$ cat src/hdl/ajb_ram.sv
`default_nettype none
// ----------------------------------------------------------------------------
// ajb_ram
// Simple dual-port RAM, one write and one registered read per cycle.
// ----------------------------------------------------------------------------
module ajb_ram #(
  parameter int unsigned Width = 32,
  parameter int unsigned Depth = 16,
  localparam int unsigned AddrW = $clog2(Depth)
) (
  input  wire logic             clk_i,
  input  wire logic             we_i,
  input  wire logic [AddrW-1:0] waddr_i,
  input  wire logic [Width-1:0] wdata_i,
  input  wire logic             re_i,
  input  wire logic [AddrW-1:0] raddr_i,
  output logic      [Width-1:0] rdata_o
);

  logic [Width-1:0] mem_q [Depth];
  logic [Width-1:0] rdata_q;

  always_ff @(posedge clk_i) begin
    if (we_i) begin
      mem_q[waddr_i] <= wdata_i;
    end
    if (re_i) begin
      rdata_q <= mem_q[raddr_i];
    end
  end

  assign rdata_o = rdata_q;

endmodule
`default_nettype wire

$ cat config.mk
export PLATFORM = sky130hd
export DESIGN_NAME = ajb_ram
export DESIGN_NICKNAME = d
export VERILOG_FILES = /design/src/hdl/ajb_ram.sv
export SDC_FILE = /design/constraint.sdc
export NUM_CORES = 1
export LEC_CHECK = 0
export BUFFER_PORTS_ARGS = -buffer_cell sky130_fd_sc_hd__buf_2
export CAP_MARGIN = 20
export CORE_MARGIN = 3
export CORE_UTILIZATION = 55
export DETAILED_ROUTE_END_ITERATION = 6
export PLACE_DENSITY = 0.72
export SYNTH_ARGS = -nofsm -noshare
export SYNTH_HDL_FRONTEND = slang
export SYNTH_SLANG_ARGS = --single-unit
$ cat constraint.sdc
create_clock -name clk_i -period 5.9 [get_ports clk_i]
set_clock_uncertainty 0.05 [all_clocks]
set_input_delay 0.295 -clock clk_i [delete_from_list [all_inputs] [get_ports clk_i]]
set_output_delay 0.295 -clock clk_i [all_outputs]
set_load 0.005 [all_outputs]
==> results of run 1 <==
final cells by class:
| cell class | count | area [µm²] |
|---|---|---|
| fill | 2356 | 13070 |
| antenna | 1 | 2.502 |
| tap | 461 | 576.8 |
| clock buffer | 64 | 1368 |
| timing repair buffer | 97 | 579.3 |
| clock inverter | 29 | 145.1 |
| sequential | 544 | 16340 |
| multi-input combinational | 251 | 3750 |
state kept, by name, indices dropped and copies added, names as in the netlist:
| signal | cells |
|---|---|
| rdata_o | 32 |
| mem_q | 512 |
where the power goes:
part           internal (mW)  total [mW]  switching (mW)  leakage [nW]
clock network           1.67        2.98            1.31         0.736
logic                  0.148       0.363           0.215          1.56
registers               4.35        4.38          0.0258          4.94
cell usage after synthesis:
cell                       instances  share of area, %
sky130_fd_sc_hd__nor2_1           13              0.24
sky130_fd_sc_hd__edfxtp_1        544                81
sky130_fd_sc_hd__buf_4            11              0.41
sky130_fd_sc_hd__or3b_2            1             0.043
sky130_fd_sc_hd__nand3b_1          2             0.074
sky130_fd_sc_hd__nor2b_1           2             0.062
sky130_fd_sc_hd__mux4_2          128                14
sky130_fd_sc_hd__a22oi_1          64               2.4
sky130_fd_sc_hd__nand3_1           1             0.025
sky130_fd_sc_hd__clkbuf_1         17              0.32
sky130_fd_sc_hd__nor3_1            4             0.099
sky130_fd_sc_hd__nand2_1          33              0.61
sky130_fd_sc_hd__buf_2             4             0.099
sky130_fd_sc_hd__buf_1             9              0.17
sky130_fd_sc_hd__and2_1            1             0.031
sky130_fd_sc_hd__buf_6             2              0.11
sky130_fd_sc_hd__nand2b_1          2             0.062
worst max-delay path by stage:
stage	startpoint	to	slack, ns	cells past startpoint
final	raddr_i[0]	rdata_o[21]	3.77	5
after detailed placement	raddr_i[0]	rdata_o[11]	3.14	5
after floorplan	waddr_i[2]	mem_q[0][0]	2.38	2
after global placement	raddr_i[0]	rdata_o[22]	3.16	5
after global routing	raddr_i[0]	rdata_o[14]	3.55	5
after CTS	raddr_i[0]	rdata_o[21]	3.70	5
critical path, stage by stage:
cell and delay, ns:
sky130_fd_sc_hd__clkbuf_8 0.46, sky130_fd_sc_hd__buf_12 0.61, sky130_fd_sc_hd__mux4_2 0.59, sky130_fd_sc_hd__a22oi_1 0.23
sky130_fd_sc_hd__nand2_1 0.10
metal layers:
layer / vias up / part of all wire, % / global-route usage [%]
met5: - / 0.085 / 0
met3: 93 / 8.3 / 3.855
met4: 6 / 2.7 / 6.815
met2: 441 / 51 / 37.43
li1: 3820 / - / -
met1: 4859 / 38 / 30.90
cells by family after synthesis:
logic type	count (synthesis)	share of synthesized area (%)
DFF	544	80.97
muxes	128	14.29
AOI/OAI and AO/OA	64	2.382
and+or+nand+nor	59	1.253
buffers and inverters	43	1.104
placed cells by master, fill, tap and decap left out, types with 11 or more instances in the layout:
master | synthesis | layout
sky130_fd_sc_hd__edfxtp_1 | 544 | 544
sky130_fd_sc_hd__mux4_2 | 128 | 128
sky130_fd_sc_hd__buf_2 | 4 | 72
sky130_fd_sc_hd__a22oi_1 | 64 | 64
sky130_fd_sc_hd__clkbuf_16 | 0 | 53
sky130_fd_sc_hd__nand2_1 | 33 | 33
sky130_fd_sc_hd__clkinv_1 | 0 | 23
sky130_fd_sc_hd__buf_4 | 11 | 22
sky130_fd_sc_hd__nor2_4 | 0 | 13
sky130_fd_sc_hd__clkbuf_1 | 17 | 11
==> flow_metrics.tcl, run 1 <==
set metrics [dict create \
    run_status "complete, no violations" \
    fin_hold_ws_ns 0.06393 \
    peakVddDrop_mv 0.2102 \
    die_x_um 197.5 \
    detailedPlace.worstSlack_ns 3.136 \
    leakage_nw 7.240 \
    placed_area_um2 21220 \
    ctsRootBufferMaster "sky130_fd_sc_hd__clkbuf_16" \
    pre_repair_dr_iteration_count 5 \
    post_layout_nonfiller_instances 1447 \
    synth.distinct_cells 17 \
    placed_cells 1352 \
    netlist_instances 838 \
    final_cell_area_um2 22760 \
    dieHeight_um 197.5 \
    grt_pass1_vias 9526 \
    path_class "in -> reg" \
    dp_hpwl_um 19740 \
    rsz0062_at_grt "false" \
    final_antenna_net_count 0 \
    fin_crit_sh_pct 36.18 \
    fp-row-count 69 \
    cts_num_sinks 544 \
    finalCoreUtilization_pct 63.52 \
    hold_depth 1 \
    clock_tree.htree_level_count 2 \
    crit_path_start_kind "input pin" \
    drive_above_1_share_pct 30.96 \
    grt_antenna_before_repair 3 \
    post-cts-setup-buffer-count 0 \
    cp_data_required_time_ns 6.14 \
    core_area_um2 35830 \
    largest_net_degree_at_the_start_of_global_routing 83 \
    final_critical_path_setup_slack_ns 3.766 \
    cts_hold_repair.buffers 0 \
    worst_skew_pair.late_latency_ns 0.55 \
    drt-vias-per-instance 6.371 \
    synthToLayoutAreaGrowth_pct 12.80 \
    setup_viol 0 \
    hold_class "in -> reg" \
    crit_path_max_fanout 82 \
    avgSynthCellArea_um2 24.07 \
    design.final.nets 989 \
    drt_drc_violations_left 0 \
    via_count 9219 \
    timing.final.max_slew_violations 0 \
    rr_worst_depth 3 \
    avgRoutedWirePerCell_um 29.22 \
    holdPathEnd "mem_q[12][25]" \
    worst_path_clk_slew_ns 0.06 \
    worst_setup_path_end_kind "flip-flop" \
    clockBufferDepth 3 \
    synth.yosys.warnings 0 \
    ys_seq_elements 544 \
    initial_core_util_pct 56.31 \
    synth_seq_area_share_pct 80.97 \
    globalplace.congestion 0.7012 \
    worst_margin_slew_ns 1.130 \
    max-slew-margin-rel_pct 24.69 \
    rr_endpoint "rdata_o[3]" \
    drv_cap 0 \
    worst-endpoint-arrival_ns 2.38 \
    synth.net_count 881 \
    number_of_cts_inserted_buffers 52 \
    worst_r2r_setup_slack_ns 4.36 \
    post_synth_instance_area_um2 20170 \
    grt_usage_pct 22.35 \
    totalPowerFinal_mw 7.720 \
    final-hold-violation-count 0 \
    grt_remaining_overflow 0 \
    hp-start "wdata_i[25]" \
    grt_pass1_wl_um 62870 \
    critical_path.reg2reg.startpoint "mem_q[11][3]" \
    timing.fmax_ghz 0.4685 \
    post_cts.resized_instances 0 \
    final_period_minus_worst_setup_slack_ns 2.134 \
    power.density_nw_per_um2 339.3 \
    die_area_um2 39010 \
    drtIter0Drc 938 \
    routed_wirelength_um 42280 \
    finalSetupTns_ns 0 \
    tritoncts_clock_tree "yes" \
    port_buffers 74 \
    io_pins 75 \
]
No activity file was read; power rests on OpenSTA's default activity.
==> run 2, diff against run 1 <==
--- a/config.mk
+++ b/config.mk
@@ -10,7 +10,7 @@
 export CORE_MARGIN = 3
 export CORE_UTILIZATION = 55
 export DETAILED_ROUTE_END_ITERATION = 6
-export PLACE_DENSITY = 0.72
+export PLACE_DENSITY = 0.75
 export SYNTH_ARGS = -nofsm -noshare
 export SYNTH_HDL_FRONTEND = slang
 export SYNTH_SLANG_ARGS = --single-unit
==> constraint.sdc (replaced) <==
create_clock -name clk_i -period 1.8 [get_ports clk_i]
set_clock_uncertainty 0.05 [all_clocks]
set_input_delay 0.09 -clock clk_i [delete_from_list [all_inputs] [get_ports clk_i]]
set_output_delay 0.09 -clock clk_i [all_outputs]
set_load 0.005 [all_outputs]
==> run 2 against run 1 <==
Effect of this change:
- critical path depth fell by 2
- utilization is 3.0 points higher
- cell count grew 3.9%
- worst setup slack got worse by 3.5 ns
- global-route usage up 0.12 points
- critical path type is now reg -> reg
- final area grew 4.8%
- combinational power increased to 3.7 times the previous value
- critical endpoint is now rdata_o[7]
- largest cell class unchanged
- die area is the same
- largest power group unchanged
==> flow_metrics.tcl, run 2 (synthesis gave the netlist of run 1 again) <==
set metrics [dict create \
    peakVddDrop_mv 0.7109 \
    leakage_nw 7.716 \
    n_fill_cell 2162 \
    io_pins 75 \
    setup_viol 0 \
    grt_remaining_overflow 0 \
    grt_antenna_before_repair 2 \
    regMostFlops "mem_q" \
    crit_path_start_kind "flip-flop" \
    grt_pass1_vias 9911 \
    drt-vias-per-instance 6.282 \
    avgRoutedWirePerCell_um 28.39 \
    final_period_minus_worst_setup_slack_ns 1.521 \
    worst_setup_path_end_kind "flip-flop" \
    final_critical_path_setup_slack_ns 0.2787 \
    sequential_cell_area_um2 16340 \
    port_buffers 74 \
    die_area_um2 39010 \
    via_count 9448 \
    drive_above_1_share_pct 33.40 \
    fp-row-count 69 \
    worst_path_clk_slew_ns 0.06 \
    number_of_cts_inserted_buffers 52 \
    cp_data_required_time_ns 2.06 \
    worst_r2r_setup_slack_ns 0.28 \
    post_cts.resized_instances 0 \
    routed_wirelength_um 42700 \
    worst_skew_pair.late_latency_ns 0.56 \
    drt_drc_violations_left 0 \
    design.final.nets 1045 \
    power.density_nw_per_um2 1117 \
    final-hold-violation-count 0 \
    fin_crit_sh_pct 84.52 \
    clockBufferDepth 3 \
    dieHeight_um 197.5 \
    cts_hold_repair.buffers 33 \
    top_library_cells_by_usage_in_the_layout_fill_and_taps_aside "544 x sky130_fd_sc_hd__edfxtp_1, 128 x sky130_fd_sc_hd__mux4_2, 72 x sky130_fd_sc_hd__buf_2, 64 x sky130_fd_sc_hd__a22oi_1, 53 x sky130_fd_sc_hd__clkbuf_16" \
    ctsRootBufferMaster "sky130_fd_sc_hd__clkbuf_16" \
    met1_wire_length_um 16860 \
    maxUsedRoutingLayer "met5" \
    drv_cap 0 \
    timing.fmax_ghz 0.6573 \
    rsz0062_at_grt "false" \
    initial_core_util_pct 56.31 \
    route.met2.wl_um 21220 \
    detailroute.wirelength.met3_um 3595 \
    largest_net_degree_at_the_start_of_global_routing 33 \
    drtIter0Drc 1081 \
    core_area_um2 35830 \
    worst_margin_slew_ns 0.9743 \
    tritoncts_clock_tree "yes" \
    cts_num_sinks 544 \
    grt_pass1_wl_um 63600 \
    multi_input_area_um2 3777 \
    max-slew-margin-rel_pct 34.91 \
    hold_class "in -> reg" \
    clock_tree.htree_level_count 2 \
    path_class "reg -> reg" \
    globalplace.congestion 0.7063 \
    final_antenna_net_count 0 \
    worst-endpoint-arrival_ns 1.78 \
    grt_usage_pct 22.47 \
    synthToLayoutAreaGrowth_pct 18.21 \
    die_x_um 197.5 \
    dp_hpwl_um 21790 \
    largest_register_ffs 512 \
    crit_path_max_fanout 1 \
    totalPowerFinal_mw 26.65 \
    run_status "complete, no violations" \
    pre_repair_dr_iteration_count 5 \
    final_common_cell "sky130_fd_sc_hd__edfxtp_1" \
    timing.final.max_slew_violations 0 \
    detailedPlace.worstSlack_ns 0.01243 \
    post-cts-setup-buffer-count 0 \
]
## run 2: changes by cell type in the layout (fill, tap and decap cells not counted), moves of 7 or more
cell / delta
sky130_fd_sc_hd__bufinv_16: +7
sky130_fd_sc_hd__clkinv_2: +10
sky130_fd_sc_hd__dlygate4sd3_1: +33
sky130_fd_sc_hd__clkinv_1: -8
sky130_fd_sc_hd__buf_12: +28
sky130_fd_sc_hd__clkbuf_1: -11
## run 2: stage by stage
step / instance area (µm²) / hold WS, ns / utilization (%) / instances / TNS, ns
after floorplan: 20220 / 0.1389 / - / 838 / -120.64
after global placement: 21790 / 0.4071 / 60.82 / 1376 / 0
after detailed placement: 21790 / 0.4087 / 60.82 / 1376 / 0
after CTS: 23850 / 0.1302 / 66.56 / 1503 / 0
after global routing: 23850 / 0.1525 / 66.56 / 1503 / 0
final: 23850 / 0.1474 / 66.57 / 1504 / 0
## run 2: area by class of cell
class,instances,share of cell area (%)
Multi-Input combinational cell,251,15.84
Tap cell,461,2.419
Clock inverter,41,1.668
Timing Repair Buffer,153,6.007
Antenna cell,1,0.01049
Clock buffer,53,5.561
Sequential cell,544,68.50
## run 2: final timing paths
check	from	end	cells past startpoint
max	mem_q[2][7]	rdata_o[7]	3
max reg2reg	mem_q[2][7]	rdata_o[7]	3
min	raddr_i[1]	rdata_o[12]	4
min reg2reg	mem_q[15][2]	rdata_o[2]	3
## run 2: power breakdown
part | internal, mW | total [mW] | switching (mW)
clock network | 6.47 | 10.9 | 4.46
logic | 0.609 | 1.35 | 0.741
registers | 14.3 | 14.4 | 0.0891
total | 21.4 | 26.6 | 5.29
## run 2: critical path: stages (launching register included)
cell                       delay [ns]
sky130_fd_sc_hd__edfxtp_1        0.40
sky130_fd_sc_hd__mux4_2          0.49
sky130_fd_sc_hd__a22oi_1         0.24
sky130_fd_sc_hd__nand2_1         0.10
## run 2: routing by layer
| layer | vias to the layer above | GRT usage [%] |
|---|---|---|
| li1 | 3930 | - |
| met1 | 4967 | 32.58 |
| met2 | 464 | 36.08 |
| met3 | 85 | 4.111 |
| met4 | 2 | 6.474 |
| met5 | - | 0 |
