--- config.mk ---
export PLATFORM = sky130hd
export DESIGN_NAME = ajb_front
export DESIGN_NICKNAME = d
export VERILOG_FILES = /design/src/hdl/ajb_pkg.sv /design/src/hdl/ajb_front.sv
export SDC_FILE = /design/constraint.sdc
export NUM_CORES = 1
export LEC_CHECK = 0
export ABC_AREA = 1
export CAP_MARGIN = 20
export CORE_MARGIN = 1.5
export CORE_UTILIZATION = 35
export DETAILED_ROUTE_END_ITERATION = 7
export DONT_BUFFER_PORTS = 1
export GPL_ROUTABILITY_DRIVEN = 0
export PLACE_DENSITY_LB_ADDON = 0.25
export SLEW_MARGIN = 25
export SYNTH_ARGS = -nofsm -noshare
export SYNTH_HDL_FRONTEND = slang
export SYNTH_SLANG_ARGS = --single-unit
--- constraint.sdc ---
create_clock -name clk_i -period 3.63 [get_ports clk_i]
set_input_delay 0.726 -clock clk_i [delete_from_list [all_inputs] [get_ports clk_i]]
set_output_delay 0.726 -clock clk_i [all_outputs]
set_load 0.02 [all_outputs]
--- src/hdl/ajb_pkg.sv ---
`default_nettype none
// ----------------------------------------------------------------------------
// ajb_pkg
// Types, codes and constants of the audio source jitter buffer.
// ----------------------------------------------------------------------------
package ajb_pkg;

  localparam int unsigned FIFO_DEPTH_DEF   = 8192;
  localparam int unsigned SAMPLE_W         = 32;
  localparam int unsigned LEVEL_W          = 14;
  localparam int unsigned CFG_IDX_W        = 1;
  localparam int unsigned CFG_DATA_W       = 14;
  localparam logic [13:0] PREBUF_RESET     = 14'd2048;

  localparam logic [CFG_IDX_W-1:0] CFG_A2DP_FIRST = 1'b0;
  localparam logic [CFG_IDX_W-1:0] CFG_PREBUF     = 1'b1;

  typedef enum logic [1:0] {
    FUNC_STATUS = 2'd0,
    FUNC_FEED   = 2'd1,
    FUNC_TICK   = 2'd2
  } func_e;

  typedef enum logic [1:0] {
    SRC_IDLE = 2'd0,
    SRC_BT   = 2'd1,
    SRC_NET  = 2'd2
  } src_e;

  typedef enum logic [1:0] {
    FEED_OK    = 2'd0,
    FEED_WRONG = 2'd1,
    FEED_FULL  = 2'd2,
    FEED_NONE  = 2'd3
  } feed_e;

  typedef enum logic [1:0] {
    EVT_NONE   = 2'd0,
    EVT_PAUSE  = 2'd1,
    EVT_RESUME = 2'd2
  } pause_e;

  typedef struct packed {
    logic [1:0]          func;
    logic [1:0]          from_source;
    logic [SAMPLE_W-1:0] sample;
    logic                snap_active;
    logic                a2dp_connected;
  } in_item_t;

  typedef struct packed {
    logic [SAMPLE_W-1:0] out_sample;
    logic                played;
    logic [1:0]          feed_status;
    logic [1:0]          active_source;
    logic [1:0]          pause_event;
    logic                underrun;
    logic [LEVEL_W-1:0]  fill_level;
  } out_item_t;

  // result of one transaction, minus the frame data still in the ram
  typedef struct packed {
    logic               played;
    logic [1:0]         feed_status;
    logic [1:0]         active_source;
    logic [1:0]         pause_event;
    logic               underrun;
    logic [LEVEL_W-1:0] fill_level;
  } cmd_t;

endpackage
`default_nettype wire

--- src/hdl/ajb_front.sv ---
`default_nettype none
// ----------------------------------------------------------------------------
// ajb_front
// Classifies transactions, keeps source, flags and fifo pointers, and issues
// frame store writes and reads.
// ----------------------------------------------------------------------------
module ajb_front #(
  parameter int unsigned FifoDepth = ajb_pkg::FIFO_DEPTH_DEF,
  localparam int unsigned AW = $clog2(FifoDepth),
  localparam int unsigned CW = $clog2(FifoDepth + 1)
) (
  input  wire logic                             clk_i,
  input  wire logic                             rst_ni,
  input  wire logic                             cfg_valid_i,
  input  wire logic [ajb_pkg::CFG_IDX_W-1:0]    cfg_index_i,
  input  wire logic [ajb_pkg::CFG_DATA_W-1:0]   cfg_data_i,
  input  wire logic                             item_valid_i,
  input  wire ajb_pkg::in_item_t                in_item_i,
  output logic                                  ram_we_o,
  output logic      [AW-1:0]                    ram_waddr_o,
  output logic      [ajb_pkg::SAMPLE_W-1:0]     ram_wdata_o,
  output logic                                  ram_re_o,
  output logic      [AW-1:0]                    ram_raddr_o,
  output ajb_pkg::cmd_t                         cmd_o
);

  import ajb_pkg::*;

  localparam int unsigned TW = (CW > LEVEL_W) ? CW : LEVEL_W;
  localparam logic [AW-1:0] LAST_IDX = AW'(FifoDepth - 1);
  localparam logic [CW-1:0] DEPTH_C  = CW'(FifoDepth);
  localparam logic [TW-1:0] DEPTH_T  = TW'(FifoDepth);

  logic               a2dp_first_q;
  logic [LEVEL_W-1:0] prebuf_q;
  logic [AW-1:0]      rp_q, rp_d;
  logic [AW-1:0]      wp_q, wp_d;
  logic [CW-1:0]      fill_q, fill_d;
  logic [1:0]         src_q, src_d;
  logic               net_q, net_d;
  logic               bt_q, bt_d;
  logic               ready_q, ready_d;

  logic [1:0]         want;
  logic [TW-1:0]      prebuf_t;
  logic [TW-1:0]      thr;
  logic               wait_play;

  always_ff @(posedge clk_i or negedge rst_ni) begin
    if (!rst_ni) begin
      a2dp_first_q <= 1'b1;
      prebuf_q     <= PREBUF_RESET;
    end else if (cfg_valid_i) begin
      case (cfg_index_i)
        CFG_A2DP_FIRST: a2dp_first_q <= cfg_data_i[0];
        CFG_PREBUF:     prebuf_q     <= cfg_data_i[LEVEL_W-1:0];
        default:        ;
      endcase
    end
  end

  always_comb begin
    want = SRC_IDLE;
    if (a2dp_first_q) begin
      if (bt_q)       want = SRC_BT;
      else if (net_q) want = SRC_NET;
    end else begin
      if (net_q)      want = SRC_NET;
      else if (bt_q)  want = SRC_BT;
    end
  end

  assign prebuf_t = TW'(prebuf_q);
  assign thr      = (prebuf_t > DEPTH_T) ? DEPTH_T : prebuf_t;

  always_comb begin
    rp_d      = rp_q;
    wp_d      = wp_q;
    fill_d    = fill_q;
    src_d     = src_q;
    net_d     = net_q;
    bt_d      = bt_q;
    ready_d   = ready_q;
    wait_play = 1'b0;

    ram_we_o    = 1'b0;
    ram_waddr_o = wp_q;
    ram_wdata_o = in_item_i.sample;
    ram_re_o    = 1'b0;
    ram_raddr_o = rp_q;

    cmd_o               = '0;
    cmd_o.feed_status   = FEED_NONE;
    cmd_o.pause_event   = EVT_NONE;

    case (in_item_i.func)
      FUNC_STATUS: begin
        net_d = in_item_i.snap_active;
        bt_d  = in_item_i.a2dp_connected;
      end
      FUNC_FEED: begin
        if (src_q == SRC_IDLE || in_item_i.from_source != src_q) begin
          cmd_o.feed_status = FEED_WRONG;
        end else if (fill_q >= DEPTH_C) begin
          cmd_o.feed_status = FEED_FULL;
        end else begin
          cmd_o.feed_status = FEED_OK;
          ram_we_o = item_valid_i;
          wp_d     = (wp_q == LAST_IDX) ? '0 : wp_q + AW'(1);
          fill_d   = fill_q + CW'(1);
        end
      end
      FUNC_TICK: begin
        if (want != src_q) begin
          rp_d    = '0;
          wp_d    = '0;
          fill_d  = '0;
          src_d   = want;
          ready_d = (want != SRC_NET);
          if (want == SRC_BT)       cmd_o.pause_event = EVT_PAUSE;
          else if (src_q == SRC_BT) cmd_o.pause_event = EVT_RESUME;
        end
        if (src_d == SRC_IDLE) begin
          wait_play = 1'b1;
        end else if (src_d == SRC_NET && !ready_d) begin
          if (TW'(fill_d) < thr) wait_play = 1'b1;
          else                   ready_d   = 1'b1;
        end
        if (!wait_play) begin
          if (fill_d == '0) begin
            cmd_o.underrun = 1'b1;
            if (src_d == SRC_NET) ready_d = 1'b0;
          end else begin
            ram_raddr_o  = rp_d;
            ram_re_o     = item_valid_i;
            cmd_o.played = 1'b1;
            rp_d   = (rp_d == LAST_IDX) ? '0 : rp_d + AW'(1);
            fill_d = fill_d - CW'(1);
          end
        end
      end
      default: ;
    endcase

    cmd_o.active_source = src_d;
    cmd_o.fill_level    = LEVEL_W'(fill_d);
  end

  always_ff @(posedge clk_i or negedge rst_ni) begin
    if (!rst_ni) begin
      rp_q    <= '0;
      wp_q    <= '0;
      fill_q  <= '0;
      src_q   <= SRC_IDLE;
      net_q   <= 1'b0;
      bt_q    <= 1'b0;
      ready_q <= 1'b0;
    end else if (item_valid_i) begin
      rp_q    <= rp_d;
      wp_q    <= wp_d;
      fill_q  <= fill_d;
      src_q   <= src_d;
      net_q   <= net_d;
      bt_q    <= bt_d;
      ready_q <= ready_d;
    end
  end

endmodule
`default_nettype wire

==> flow_metrics.tcl <==
set metrics [dict create \
    post-route-util 0.445 \
    design.final.nets 970 \
    multi_input_comb_area_mm2 0.00365 \
    drt_iter0_markers 424 \
    synth.net_count 936 \
    power_frac_clock 0.228 \
    effective_utilization_at_floorplan 0.360 \
    regToRegStartpoint "prebuf_q[6]$_DFFE_PN0P_" \
    global_route_wire_length_before_repair_mm 26.5 \
    crit_path_start_kind "register" \
    grt_total_usage 0.204 \
    seqCellArea_mm2 0.00150 \
    antenna-diode-count 0 \
    slew_viol_final 0 \
    synthesized_area_fraction_occupied_by_ao_oa_aoi_and_oai_cells 0.116 \
    master_cell_of_the_clock_root_buffer "clkbuf_16" \
    min_period_over_period 1.15 \
    rsz_0062_raised_after_global_routing "yes" \
    tritoncts "yes" \
    drt_wl_total_mm 16.5 \
    cts-htree-levels 3 \
    worstRegToRegCells 20 \
    ant_nets 0 \
    port-buffer-count 0 \
    synth.largest_area_cell "dfrtp_1" \
    pin_count 139 \
    powerDensity_mw_per_mm2 604 \
    synthCells 857 \
    clock_sink_count 60 \
    worst_path_most_repeated_cell "nand2_4" \
    maxSlewHeadroom 0.482 \
    ys_warn_count 0 \
    timing.clock.skew_ns 0.00617 \
    clk-insertion-delay-late_ns 0.34 \
    critPathSlowestCell "or4_4" \
    synthesis.area_mm2 0.00551 \
    cts_max_path_buffers 2 \
    final_cell_area_mm2 0.00682 \
    timing.critical_path.max_delay_family "simple AND/OR/NAND/NOR gates" \
    cellLeakagePower_nw 3.26 \
    post-route-drc-count 0 \
    synth_simple_gate_area_frac 0.376 \
    status "complete, but fails checks" \
    synthDistinctLibCells 43 \
    critPathRequiredTime_ns 2.90 \
    dr.pass1.iters 5 \
    seq_power_share 0.238 \
    fmaxAchievable_mhz 240 \
    post-synth-top-area-fraction 0.263 \
    post_synth.cell_area_avg_um2 6.43 \
    worst_path_buf_inv 4 \
    chipHeight_um 128 \
    cell_depth_of_the_worst_setup_path 18 \
    synth.top_cells.by_area "dfrtp_1 26%, nand2_1 17%, nand3_1 8.7%" \
    critical_path.max_stage_delay_ns 0.54 \
    ys_seq_elements 60 \
    fin_setup_tns_ns -14.49 \
    critPathCaptureType "output pin" \
    worstPathArrival_ns 3.44 \
    num_vias 5594 \
    instances_no_fill 1107 \
    synth.mux.area_fraction 0.0266 \
    number_of_vias_per_cell 5.05 \
    path_cells "or4_4 -> nor4_4 -> nand3_2 -> nand2_4 -> buf_6 -> nand2_4 -> ha_4 -> nand4_1 -> nor3_2 -> nand2_2 -> nand3_4 -> nand2_4 -> nor2_4 -> inv_2 -> nor3_4 -> buf_6 -> buf_12 -> nor2_4" \
    min-delay-path-class "in2async" \
    timing.setup.critical_path_class "reg2out" \
    critical_path.max_fanout 6 \
    fp-row-count 45 \
    critical_path.startpoint "prebuf_q[6]$_DFFE_PN0P_" \
    area.growth.synth_to_final_pct 23.8 \
    hold_buffers 0 \
    wl_per_cell_um 14.9 \
    grt_antenna_before_repair 0 \
    synth_top_family_by_area "simple AND/OR/NAND/NOR gates" \
    clkTransAtPathRegs_ns 0.05 \
    post_dp_cell_area_mm2 0.00605 \
    grt-ovfl-total 0 \
    cts_buffers 9 \
    power.switching_fraction 0.447 \
    final_layout_size_suffix_gt1_frac 0.232 \
    die_area_mm2 0.0165 \
    logic_gate_share_of_total_power 0.533 \
    detailedPlacementHpwl_mm 12.2 \
    final-hold-violation-count 0 \
    final_cell_mix "237 x nand2_1, 100 x inv_1, 83 x nand3_1" \
    floorplan.die.width_um 128 \
    post-route-min-period_ns 4.17 \
    violations "negative setup slack" \
    commonest_non_fill_non_tap_cell_in_the_layout "nand2_1" \
    core_area_mm2 0.0153 \
    timing.final.ws_setup_ns -0.538 \
    max_cap_violations 0 \
    setup-violations-final 30 \
    tightest_slew_ns 0.769 \
    post_synth_fa_ha_maj_area_fraction 0.0500 \
    first_global_vias 5325 \
    final.hold.worst_slack_ns 0.0746 \
    synthXorXnorAreaFrac 0.0127 \
    placed_cells_incl_taps 1080 \
    grt_start_max_net_pins 61 \
    total_of_fill_cells_in_the_finished_design 1645 \
    net-switching-power_mw 1.84 \
    synth_sequential_area_ratio 0.273 \
    p_int_mw 2.28 \
    irDropWorstVdd_mv 0.296 \
]
-- cell type report --
type                    count  area share
clock buffers              11      0.0356
clock inverters             5      0.0110
inverters                 110      0.0609
multi-input cells         628       0.535
flip-flops and latches     60       0.221
well taps                 211      0.0387
repair buffers             82      0.0987
-- worst reg2reg max path, cell delays in order, from the launching register on --
cell and delay [ns]:
dfrtp_1 0.37, or4_4 0.54, nor4_4 0.18, nand3_2 0.17, nand2_4 0.12, buf_6 0.11
nand2_4 0.05, ha_4 0.27, nand4_1 0.11, nor3_2 0.17, nand2_2 0.11, nand3_4 0.11
nand2_4 0.08, buf_4 0.20, buf_4 0.14, buf_4 0.16, inv_4 0.15, nand2_1 0.08
o21ai_0 0.09, nand2_1 0.07, o21ai_1 0.08
-- synth_stat cells (all sizes together) --
master	instances
nand2	256
inv	108
nand3	99
nor2	73
o21ai	65
dfrtp	58
buf	46
a21oi	25
ha	22
nor3	22
a21boi	14
clkbuf	14
mux2	13
nand4	12
xor2	7
o31ai	3
a211oi	2
a31oi	2
clkinv	2
dfstp	2
nor3b	2
nor4	2
o211ai	2
or2	2
o221ai	1
o41ai	1
or4	1
xnor2	1
-- power groups by stage --
stage               clock (mW)  sequential, mW  combinational (mW)
finish                   0.942           0.983                2.20
global route             0.989            1.01                2.44
CTS                      0.965           0.980                2.00
detailed placement           0           0.989                1.90
global placement             0           0.992                1.90
floorplan                    0           0.954                1.40
-- routing by layer --
metal	up-vias	GRT usage	routed length [um]
met5	-	0	0
met1	2624	0.264	7550
met4	0	0.0905	470
met3	26	0.0374	759
met2	127	0.333	7670
li1	2817	-	-
-- per-stage QoR --
| step | worst slack [ns] | power, mW |
|---|---|---|
| 2_1_floorplan | -0.0165 | 2.36 |
| 3_3_place_gp | -0.250 | 2.89 |
| 3_5_place_dp | -0.292 | 2.89 |
| 4_1_cts | -0.485 | 3.95 |
| 5_1_grt | -0.733 | 4.43 |
| 6_report | -0.538 | 4.12 |
-- timing repair --
action                     4_1_cts  5_1_grt
gates resized for setup         23       52
gates cloned                     1        0
setup buffers                    4        7
pin swaps                        7       19
setup endpoints to repair       30       40
-- cells by family (layout without fill, tap and decap cells) --
kind of cell    count (synthesis)  count (layout)
compound gates                115             115
xor+xnor                        8               8
fa+ha+maj                      22              22
buf+inv                       170             208
flops                          60              60
mux                            13              13
simple gates                  469             470
-- worst paths after layout --
| check | slack, ns | end |
|---|---|---|
| worst max-delay path | -0.54 | ram_raddr_o[4] |
| worst min-delay path | 0.07 | rp_q[0]$_DFFE_PN0P_ |
| worst max register to register | 0.21 | rp_q[8]$_DFFE_PN0P_ |
| worst min register to register | 0.49 | rp_q[9]$_DFFE_PN0P_ |
| max in group asynchronous | 3.37 | prebuf_q[11]$_DFFE_PN1P_ |
| min in group clk_i | 0.44 | a2dp_first_q$_DFFE_PN1P_ |
-- registers in the layout, indices dropped and copies added (netlist names), 2 cells and up --
signal	cells
fill_q	14
prebuf_q	14
ram_waddr_o	13
rp_q	13
src_q	2
No activity file was read; power rests on OpenSTA's default activity.
