<file path="config.mk">
export PLATFORM = sky130hd
export DESIGN_NAME = ajb_back
export DESIGN_NICKNAME = d
export VERILOG_FILES = /design/src/hdl/ajb_pkg.sv /design/src/hdl/ajb_back.sv
export SDC_FILE = /design/constraint.sdc
export NUM_CORES = 1
export LEC_CHECK = 0
export BUFFER_PORTS_ARGS = -buffer_cell sky130_fd_sc_hd__clkbuf_2
export CAP_MARGIN = 20
export CORE_MARGIN = 3
export CORE_UTILIZATION = 60
export DETAILED_ROUTE_END_ITERATION = 10
export MAX_ROUTING_LAYER = met4
export PLACE_DENSITY = 0.82
export SYNTH_ARGS = -nofsm -noshare
export SYNTH_HDL_FRONTEND = slang
export SYNTH_SLANG_ARGS = --single-unit
</file>
<file path="constraint.sdc">
create_clock -name clk_i -period 5.8 [get_ports clk_i]
set_input_delay 0.87 -clock clk_i [delete_from_list [all_inputs] [get_ports clk_i]]
set_output_delay 0.87 -clock clk_i [all_outputs]
set_load 0.02 [all_outputs]
</file>
<file path="src/hdl/ajb_pkg.sv">
`default_nettype none
// ----------------------------------------------------------------------------
// ajb_pkg
// Types, codes and constants of the audio source jitter buffer.
// ----------------------------------------------------------------------------
package ajb_pkg;

  localparam int unsigned FIFO_DEPTH_DEF   = 8192;
  localparam int unsigned SAMPLE_W         = 32;
  localparam int unsigned LEVEL_W          = 14;
  localparam int unsigned CFG_IDX_W        = 1;
  localparam int unsigned CFG_DATA_W       = 14;
  localparam logic [13:0] PREBUF_RESET     = 14'd2048;

  localparam logic [CFG_IDX_W-1:0] CFG_A2DP_FIRST = 1'b0;
  localparam logic [CFG_IDX_W-1:0] CFG_PREBUF     = 1'b1;

  typedef enum logic [1:0] {
    FUNC_STATUS = 2'd0,
    FUNC_FEED   = 2'd1,
    FUNC_TICK   = 2'd2
  } func_e;

  typedef enum logic [1:0] {
    SRC_IDLE = 2'd0,
    SRC_BT   = 2'd1,
    SRC_NET  = 2'd2
  } src_e;

  typedef enum logic [1:0] {
    FEED_OK    = 2'd0,
    FEED_WRONG = 2'd1,
    FEED_FULL  = 2'd2,
    FEED_NONE  = 2'd3
  } feed_e;

  typedef enum logic [1:0] {
    EVT_NONE   = 2'd0,
    EVT_PAUSE  = 2'd1,
    EVT_RESUME = 2'd2
  } pause_e;

  typedef struct packed {
    logic [1:0]          func;
    logic [1:0]          from_source;
    logic [SAMPLE_W-1:0] sample;
    logic                snap_active;
    logic                a2dp_connected;
  } in_item_t;

  typedef struct packed {
    logic [SAMPLE_W-1:0] out_sample;
    logic                played;
    logic [1:0]          feed_status;
    logic [1:0]          active_source;
    logic [1:0]          pause_event;
    logic                underrun;
    logic [LEVEL_W-1:0]  fill_level;
  } out_item_t;

  // result of one transaction, minus the frame data still in the ram
  typedef struct packed {
    logic               played;
    logic [1:0]         feed_status;
    logic [1:0]         active_source;
    logic [1:0]         pause_event;
    logic               underrun;
    logic [LEVEL_W-1:0] fill_level;
  } cmd_t;

endpackage
`default_nettype wire

</file>
<file path="src/hdl/ajb_back.sv">
`default_nettype none
// ----------------------------------------------------------------------------
// ajb_back
// Joins each classified transaction with its frame from the store and keeps
// finished results in a short queue for the consumer.
// ----------------------------------------------------------------------------
module ajb_back (
  input  wire logic                          clk_i,
  input  wire logic                          rst_ni,
  input  wire logic                          cmd_valid_i,
  input  wire ajb_pkg::cmd_t                 cmd_i,
  input  wire logic [ajb_pkg::SAMPLE_W-1:0]  rdata_i,
  output logic                               full_o,
  output logic                               empty_o,
  input  wire logic                          pop_i,
  output ajb_pkg::out_item_t                 out_item_o
);

  import ajb_pkg::*;

  localparam int unsigned QD  = 4;
  localparam int unsigned QAW = $clog2(QD);
  localparam int unsigned QCW = $clog2(QD + 1);

  logic             stg_valid_q;
  cmd_t             stg_cmd_q;
  out_item_t        q_mem_q [QD];
  logic [QAW-1:0]   wr_ptr_q;
  logic [QAW-1:0]   rd_ptr_q;
  logic [QCW-1:0]   count_q, count_d;
  logic             do_pop;
  out_item_t        res;

  always_ff @(posedge clk_i or negedge rst_ni) begin
    if (!rst_ni) begin
      stg_valid_q <= 1'b0;
    end else begin
      stg_valid_q <= cmd_valid_i;
    end
  end

  always_ff @(posedge clk_i) begin
    if (cmd_valid_i) begin
      stg_cmd_q <= cmd_i;
    end
  end

  // frame data arrives from the ram together with the staged command
  always_comb begin
    res.out_sample    = stg_cmd_q.played ? rdata_i : '0;
    res.played        = stg_cmd_q.played;
    res.feed_status   = stg_cmd_q.feed_status;
    res.active_source = stg_cmd_q.active_source;
    res.pause_event   = stg_cmd_q.pause_event;
    res.underrun      = stg_cmd_q.underrun;
    res.fill_level    = stg_cmd_q.fill_level;
  end

  assign do_pop = pop_i && !empty_o;

  always_comb begin
    count_d = count_q;
    if (stg_valid_q && !do_pop)      count_d = count_q + QCW'(1);
    else if (!stg_valid_q && do_pop) count_d = count_q - QCW'(1);
  end

  always_ff @(posedge clk_i or negedge rst_ni) begin
    if (!rst_ni) begin
      wr_ptr_q <= '0;
      rd_ptr_q <= '0;
      count_q  <= '0;
    end else begin
      if (stg_valid_q) wr_ptr_q <= wr_ptr_q + QAW'(1);
      if (do_pop)      rd_ptr_q <= rd_ptr_q + QAW'(1);
      count_q <= count_d;
    end
  end

  always_ff @(posedge clk_i) begin
    if (stg_valid_q) begin
      q_mem_q[wr_ptr_q] <= res;
    end
  end

  // room is kept for the transaction still in the staging register
  assign full_o     = (count_q + QCW'(stg_valid_q)) >= QCW'(QD);
  assign empty_o    = (count_q == '0);
  assign out_item_o = q_mem_q[rd_ptr_q];

endmodule
`default_nettype wire

</file>
==> metrics.md, run 1 <==
| Metric | Value |
|---|---|
| Outcome | `completed` |
| Die area | `16,700 µm²` |
| Max stage delay on crit path | `0.81 ns` |
| Gate Count Post-Synth | `376` |
| Post-synthesis sequential area ratio | `0.808` |
| Core area | `14,700 µm²` |
| Initial DRT Pass Iterations | `5` |
| Vias | `4,115` |
| Syn Nets | `440` |
| Final hold vios | `0` |
| Worst EP required | `4.93 ns` |
| Max-cap violations | `0` |
| Finish-stage setup viols | `0` |
| Post-Syn Area | `9100 µm²` |
| Nature of the critical path endpoint | `primary output` |
| Starting Density | `0.619` |
| Critical path class | `reg -> out` |
| Number of global-route vias before repair | `4,400` |
| Post-Layout Cell Count | `707` |
| Unrepaired setup endpoints after global routing | `no` |
| Setup crit start kind | `flop` |
| Routed wire length | `15,500 µm` |
| Final Cycle Share | `0.615` |
| Routability cong. | `0.706` |
| Share of cells above drive strength 1 | `0.407` |
| Synth warnings | `0` |
| Antenna-violating nets left | `0` |
| Sequential Area | `7350 µm²` |
| Leak | `3.73 nW` |
| Peak supply drop | `348 µV` |
| CTS tree | `done` |
| Master of the slowest instance on the critical path | `dfrtp_4` |
| Post-layout util | `0.720` |
| NumNets Final | `570` |
| First DRT Iteration DRCs | `354` |
| FF+latch count, synth | `246` |
| Site row count | `44` |
| Worst hold path class | `in -> async` |
| First-pass GRT wire length | `24,300 µm` |
| Die Ht | `129 µm` |
| Io pins | `114` |
| Cell variety after synth | `19` |
| Crit path buffers/inverters | `2` |
| CTS H-tree lvls | `1` |
| HPWL after detailed placement | `8920 µm` |
| Setup TNS | `0 ns` |
| Hold_buf cts | `0` |
| Pwr dens | `514 nW/µm²` |
| Initial antenna violation count | `0` |
| Crit path time final | `3.57 ns` |
| # Post-CTS Setup Buffers | `0` |
| Critical path peak fanout | `30` |
| WP data arrival | `2.70 ns` |
| Post-cts resize count | `0` |
| Fmax | `280 MHz` |
| Vias per cell | `5.82` |
| CTS sink count | `246` |
| Max Slew Vio Count | `0` |
| WHS | `0.205 ns` |
| Diodes inserted | `0` |
| Overall Global Routing Usage | `0.200` |
| CTS buffer count | `23` |
| Clock Latency Late Sink | `0.51 ns` |
| Clk buf depth | `3` |
| Clk_skew | `0.0202 ns` |
| Placed Cells | `665` |
| Critical path, cell by cell | `buf_4 -> mux4_2 -> clkbuf_2` |
| Rel. slew slack | `0.443` |
| Worst-path clk slew | `0.06 ns` |
| Largest net degree at the start of global routing | `55` |
| Area growth syn-to-layout | `16.3%` |
| Die W | `129 µm` |
| Area of the multi-input gates | `1630 µm²` |
| # fillers | `857` |
| DR WL/cell | `22.0 µm` |
| Remaining DRCs | `0` |
| CTS Root Cell | `clkbuf_16` |
| Avg Inst Size Synth | `24.2 µm²` |
| Top delay family on crit path | `flip-flops` |
| Worst Max-Slew Pin Slew | `0.836 ns` |
| Port-buffer cells | `113` |
| Gr ovfl total | `0` |
kinds of logic after synthesis:
logic type / Yosys count / share of synthesized area
flip-flops: 246 / 0.808
XOR/XNOR: 7 / 0.00674
AND/OR/NAND/NOR: 42 / 0.0278
adder cells (fa/ha/maj): 6 / 0.00908
AO/OA/AOI/OAI: 1 / 0.000550
buffers and inverters: 19 / 0.0132
multiplexers: 55 / 0.135
layout by cell type (no fill, tap or decap), drive strengths merged:
cell,netlist,final
fa,1,1
clkinv,0,6
clkbuf,3,146
ha,5,5
or3,1,1
xor2,3,3
nand2,2,2
nand3,2,2
bufinv,0,1
nor2,1,1
mux2,1,1
clkinvlp,0,1
edfxtp,238,238
o21ai,1,1
and2,36,36
xnor2,4,4
mux4,54,54
buf,12,7
inv,4,5
dfrtp,8,8
synthesized netlist by cell type:
master	number	area share
mux2_2	1	0.0012
mux4_2	54	0.13
buf_6	5	0.0062
buf_2	6	0.0033
dfrtp_1	8	0.022
edfxtp_1	238	0.79
xor2_1	3	0.0029
nor2_1	1	0.00041
xnor2_1	4	0.0039
clkbuf_1	3	0.0012
ha_1	5	0.0069
fa_1	1	0.0022
nand2_1	2	0.00083
inv_1	4	0.0017
buf_4	1	0.00083
nand3_1	2	0.0011
o21ai_0	1	0.00055
or3_1	1	0.00069
and2_1	36	0.025
state kept, by name (all words and copies together) (netlist names):
| register | cells |
|---|---|
| count_q | 3 |
| q_mem_q | 216 |
| rd_ptr_q | 2 |
| res | 22 |
| stg_valid_q | 1 |
| wr_ptr_q | 2 |
per-layer routing:
metal | vias up | global-route usage | routed length (µm)
li1 | 1811 | - | -
met1 | 2138 | 0.268 | 6370
met2 | 135 | 0.323 | 7920
met3 | 31 | 0.0363 | 842
met4 | 0 | 0.0587 | 410
met5 | - | - | 0
final cells by class:
class / instances / share of cell area
Sequential cell: 246 / 0.695
Multi-Input combinational cell: 111 / 0.155
Timing Repair Buffer: 120 / 0.0603
Clock buffer: 33 / 0.0599
Tap cell: 184 / 0.0218
Clock inverter: 9 / 0.00698
Inverter: 4 / 0.00142
final timing paths:
| kind | startpoint | end | slack, ns | depth (start not counted) |
|---|---|---|---|---|
| worst min register to register | res[13]$_DFFE_PP_ | q_mem_q[2][13]$_DFFE_PP_ | 0.49 | 0 |
| max in group asynchronous | rst_ni | rd_ptr_q[0]$_DFFE_PN0P_ | 5.39 | 1 |
| worst max register to register | count_q[0]$_DFFE_PN0P_ | count_q[2]$_DFFE_PN0P_ | 3.65 | 8 |
| worst max-delay path | rd_ptr_q[0]$_DFFE_PN0P_ | out_item_o[22] | 2.23 | 3 |
| worst min-delay path | rst_ni | count_q[0]$_DFFE_PN0P_ | 0.20 | 1 |
| min in group clk_i | res[13]$_DFFE_PP_ | q_mem_q[2][13]$_DFFE_PP_ | 0.49 | 0 |
power by group:
part	internal, W	total (W)	switching, W
logic	0.000641	0.00154	0.000901
registers	0.00233	0.00250	0.000173
clock network	0.000805	0.00139	0.000590
stage by stage:
stage	total power, W	area, µm²	setup WS [ns]
2_1_floorplan	0.00363	9100	3.48
3_3_place_gp	0.00406	9840	2.67
3_5_place_dp	0.00411	9870	2.66
4_1_cts	0.00552	10600	2.12
5_1_grt	0.00570	10600	1.98
6_report	0.00544	10600	2.23
worst register-to-register path, cell delays in order (launching register included):
cell and delay, ns:
dfrtp_1 0.43, or3_1 0.44, nand2_1 0.13, ha_1 0.20, inv_1 0.07, fa_1 0.37, xor2_1 0.15, nor2_1 0.12
xor2_1 0.17
No activity file was read; power rests on OpenSTA's default activity.
==> run 2: changes to the inputs <==
--- a/config.mk
+++ b/config.mk
@@ -8,10 +8,10 @@
 export BUFFER_PORTS_ARGS = -buffer_cell sky130_fd_sc_hd__clkbuf_2
 export CAP_MARGIN = 20
 export CORE_MARGIN = 3
-export CORE_UTILIZATION = 60
+export CORE_UTILIZATION = 57
 export DETAILED_ROUTE_END_ITERATION = 10
 export MAX_ROUTING_LAYER = met4
-export PLACE_DENSITY = 0.82
+export PLACE_DENSITY = 0.79
 export SYNTH_ARGS = -nofsm -noshare
 export SYNTH_HDL_FRONTEND = slang
 export SYNTH_SLANG_ARGS = --single-unit
==> constraint.sdc (replaced) <==
create_clock -name clk_i -period 3.5 [get_ports clk_i]
set_input_delay 0.525 -clock clk_i [delete_from_list [all_inputs] [get_ports clk_i]]
set_output_delay 0.525 -clock clk_i [all_outputs]
set_load 0.02 [all_outputs]
==> metrics.md, run 2 (synthesized netlist as in run 1, its figures left out) <==
| Metric | Value |
|---|---|
| Placed Area | `9940 µm² (+0.70%)` |
| CTS H-tree lvls | `1 (unchanged)` |
| M1 WL | `6700 µm (+5.1%)` |
| Number of global-route vias before repair | `4,470 (+1.6%)` |
| Die area | `17,500 µm² (+5.0%)` |
| Register bank with the most flops | `q_mem_q` |
| Area growth syn-to-layout | `18.2%` |
| Worst hold path class | `in -> reg` |
| Peak supply drop | `666 µV (+92%)` |
| Pwr dens | `866 nW/µm² (+68%)` |
| Gr ovfl total | `0 (unchanged)` |
| First DRT Iteration DRCs | `349 (-1.4%)` |
| Finish-stage setup viols | `0 (unchanged)` |
| Overall Global Routing Usage | `0.188 (-0.0125)` |
| CTS sink count | `246 (unchanged)` |
| Die W | `132 µm (+2.5%)` |
| Commonest non-fill, non-tap cell in the layout | `edfxtp_1` |
| Vias per cell | `5.57 (-4.4%)` |
| Post-Layout Cell Count | `742 (+5.0%)` |
| First-pass GRT wire length | `24,700 µm (+1.8%)` |
| Worst EP required | `2.97 ns (-1.96 ns)` |
| Post-cts resize count | `0 (unchanged)` |
| Share of cells above drive strength 1 | `0.422 (+0.0146)` |
| Setup TNS | `0 ns (unchanged)` |
| Remaining DRCs | `0 (unchanged)` |
| Final Instance Area | `10,800 µm² (+1.7%)` |
| Clk buf depth | `3 (unchanged)` |
| Routability cong. | `0.716 (+1.4%)` |
| DR WL/cell | `21.1 µm (-4.0%)` |
| Antenna-violating nets left | `0 (unchanged)` |
| Max FFs per register | `216 (unchanged)` |
| HPWL after detailed placement | `9380 µm (+5.1%)` |
| Outcome | `completed` |
| WHS | `0.201 ns (-0.00334 ns)` |
| Initial DRT Pass Iterations | `4 (-1)` |
| CTS buffer count | `25 (+8.7%)` |
| Starting Density | `0.590 (-0.0292)` |
| Final hold vios | `0 (unchanged)` |
| Max Slew Vio Count | `0 (unchanged)` |
| Vias | `4,130 (+0.36%)` |
| Crit path time final | `2.83 ns` |
| Routed wire length | `15,700 µm (+0.71%)` |
| Die Ht | `132 µm (+2.5%)` |
| Io pins | `114 (unchanged)` |
| Routed wl met2 | `7880 µm (-0.49%)` |
| Most frequent cells in the layout | `edfxtp_1, clkbuf_2, mux4_2` |
| Clk_skew | `0.00622 ns (-0.0140 ns)` |
| Met3 WL | `961 µm (+14%)` |
| Setup crit start kind | `flop` |
| Critical path class | `reg -> out` |
| Clock Latency Late Sink | `0.50 ns (about the same)` |
| Worst Max-Slew Pin Slew | `0.834 ns (-0.00126 ns)` |
| NumNets Final | `577 (+1.2%)` |
| Final Cycle Share | `0.809` |
| Leak | `3.79 nW (+1.7%)` |
| Fmax | `353 MHz` |
| Nature of the critical path endpoint | `primary output` |
| Top layer in use | `met4` |
| Max-cap violations | `0 (unchanged)` |
| Core area | `15,400 µm² (+5.0%)` |
| Largest net degree at the start of global routing | `56 (+1.8%)` |
| WP data arrival | `2.31 ns (-0.39 ns)` |
| Site row count | `45 (+2.3%)` |
| Worst-path clk slew | `0.06 ns (about the same)` |
| Unrepaired setup endpoints after global routing | `no` |
| Placed Cells | `696 (+4.7%)` |
| Initial antenna violation count | `0 (unchanged)` |
| CTS Root Cell | `clkbuf_16` |
| Port-buffer cells | `113 (unchanged)` |
| Diodes inserted | `0 (unchanged)` |
| Rel. slew slack | `0.444 (+0.000841)` |
| Critical path peak fanout | `25 (-17%)` |
| CTS tree | `done` |
## run 2: changes by cell type in the layout (fill, tap and decap cells not counted), sizes merged
cell / change
dlygate4sd3: +1
bufinv: +2
buf: +4
clkinvlp: +4
inv: -1
clkbuf: -3
clkinv: +1
## run 2: area by class of cell
class | count | area, µm²
fillers | 977 | 4670
clock buffers | 30 | 644
flip-flops and latches | 246 | 7350
clock inverters | 15 | 161
inverters | 4 | 15.0
repair buffers | 125 | 683
well taps | 211 | 264
multi-input cells | 111 | 1630
## run 2: routing by layer
layer / up-vias / GRT usage
met5: - / -
met1: 2170 / 0.264
met2: 130 / 0.292
met4: 0 / 0.0410
met3: 10 / 0.0393
li1: 1820 / -
## run 2: stage by stage
step,worst slack (ns),util,power [W]
floorplan,1.18,-,0.00601
global placement,1.12,0.644,0.00678
detailed placement,1.11,0.644,0.00686
CTS,0.574,0.697,0.00943
global route,0.504,0.697,0.00974
finish,0.668,0.697,0.00931
## run 2: worst paths after layout
path,from,to,slack (ns),cells after the start
min in group asynchronous,rst_ni,rd_ptr_q[0]$_DFFE_PN0P_,0.41,2
worst max register to register,count_q[0]$_DFFE_PN0P_,count_q[2]$_DFFE_PN0P_,1.28,8
worst min register to register,res[10]$_DFFE_PP_,q_mem_q[3][10]$_DFFE_PP_,0.50,0
worst max-delay path,rd_ptr_q[0]$_DFFE_PN0P_,out_item_o[20],0.67,3
worst min-delay path,cmd_i[18],res[18]$_DFFE_PP_,0.20,1
max in group asynchronous,rst_ni,rd_ptr_q[0]$_DFFE_PN0P_,2.90,2
## run 2: report_power, final
group,internal (W),total [W],switching (W)
registers,0.00386,0.00410,0.000246
logic,0.00111,0.00264,0.00154
clock network,0.00154,0.00257,0.00103
total,0.00650,0.00931,0.00281
## run 2: critical path, cell delays in order (launching register included)
cell and delay (ns):
dfrtp_4 0.76, buf_4 0.33, mux4_2 0.53, clkbuf_2 0.17
## run 2: repair_timing
action                                  CTS  global route
hold buffers                              1             0
endpoints found under the setup margin    0             0
setup buffers                             0             0
hold endpoints to repair                  8             0
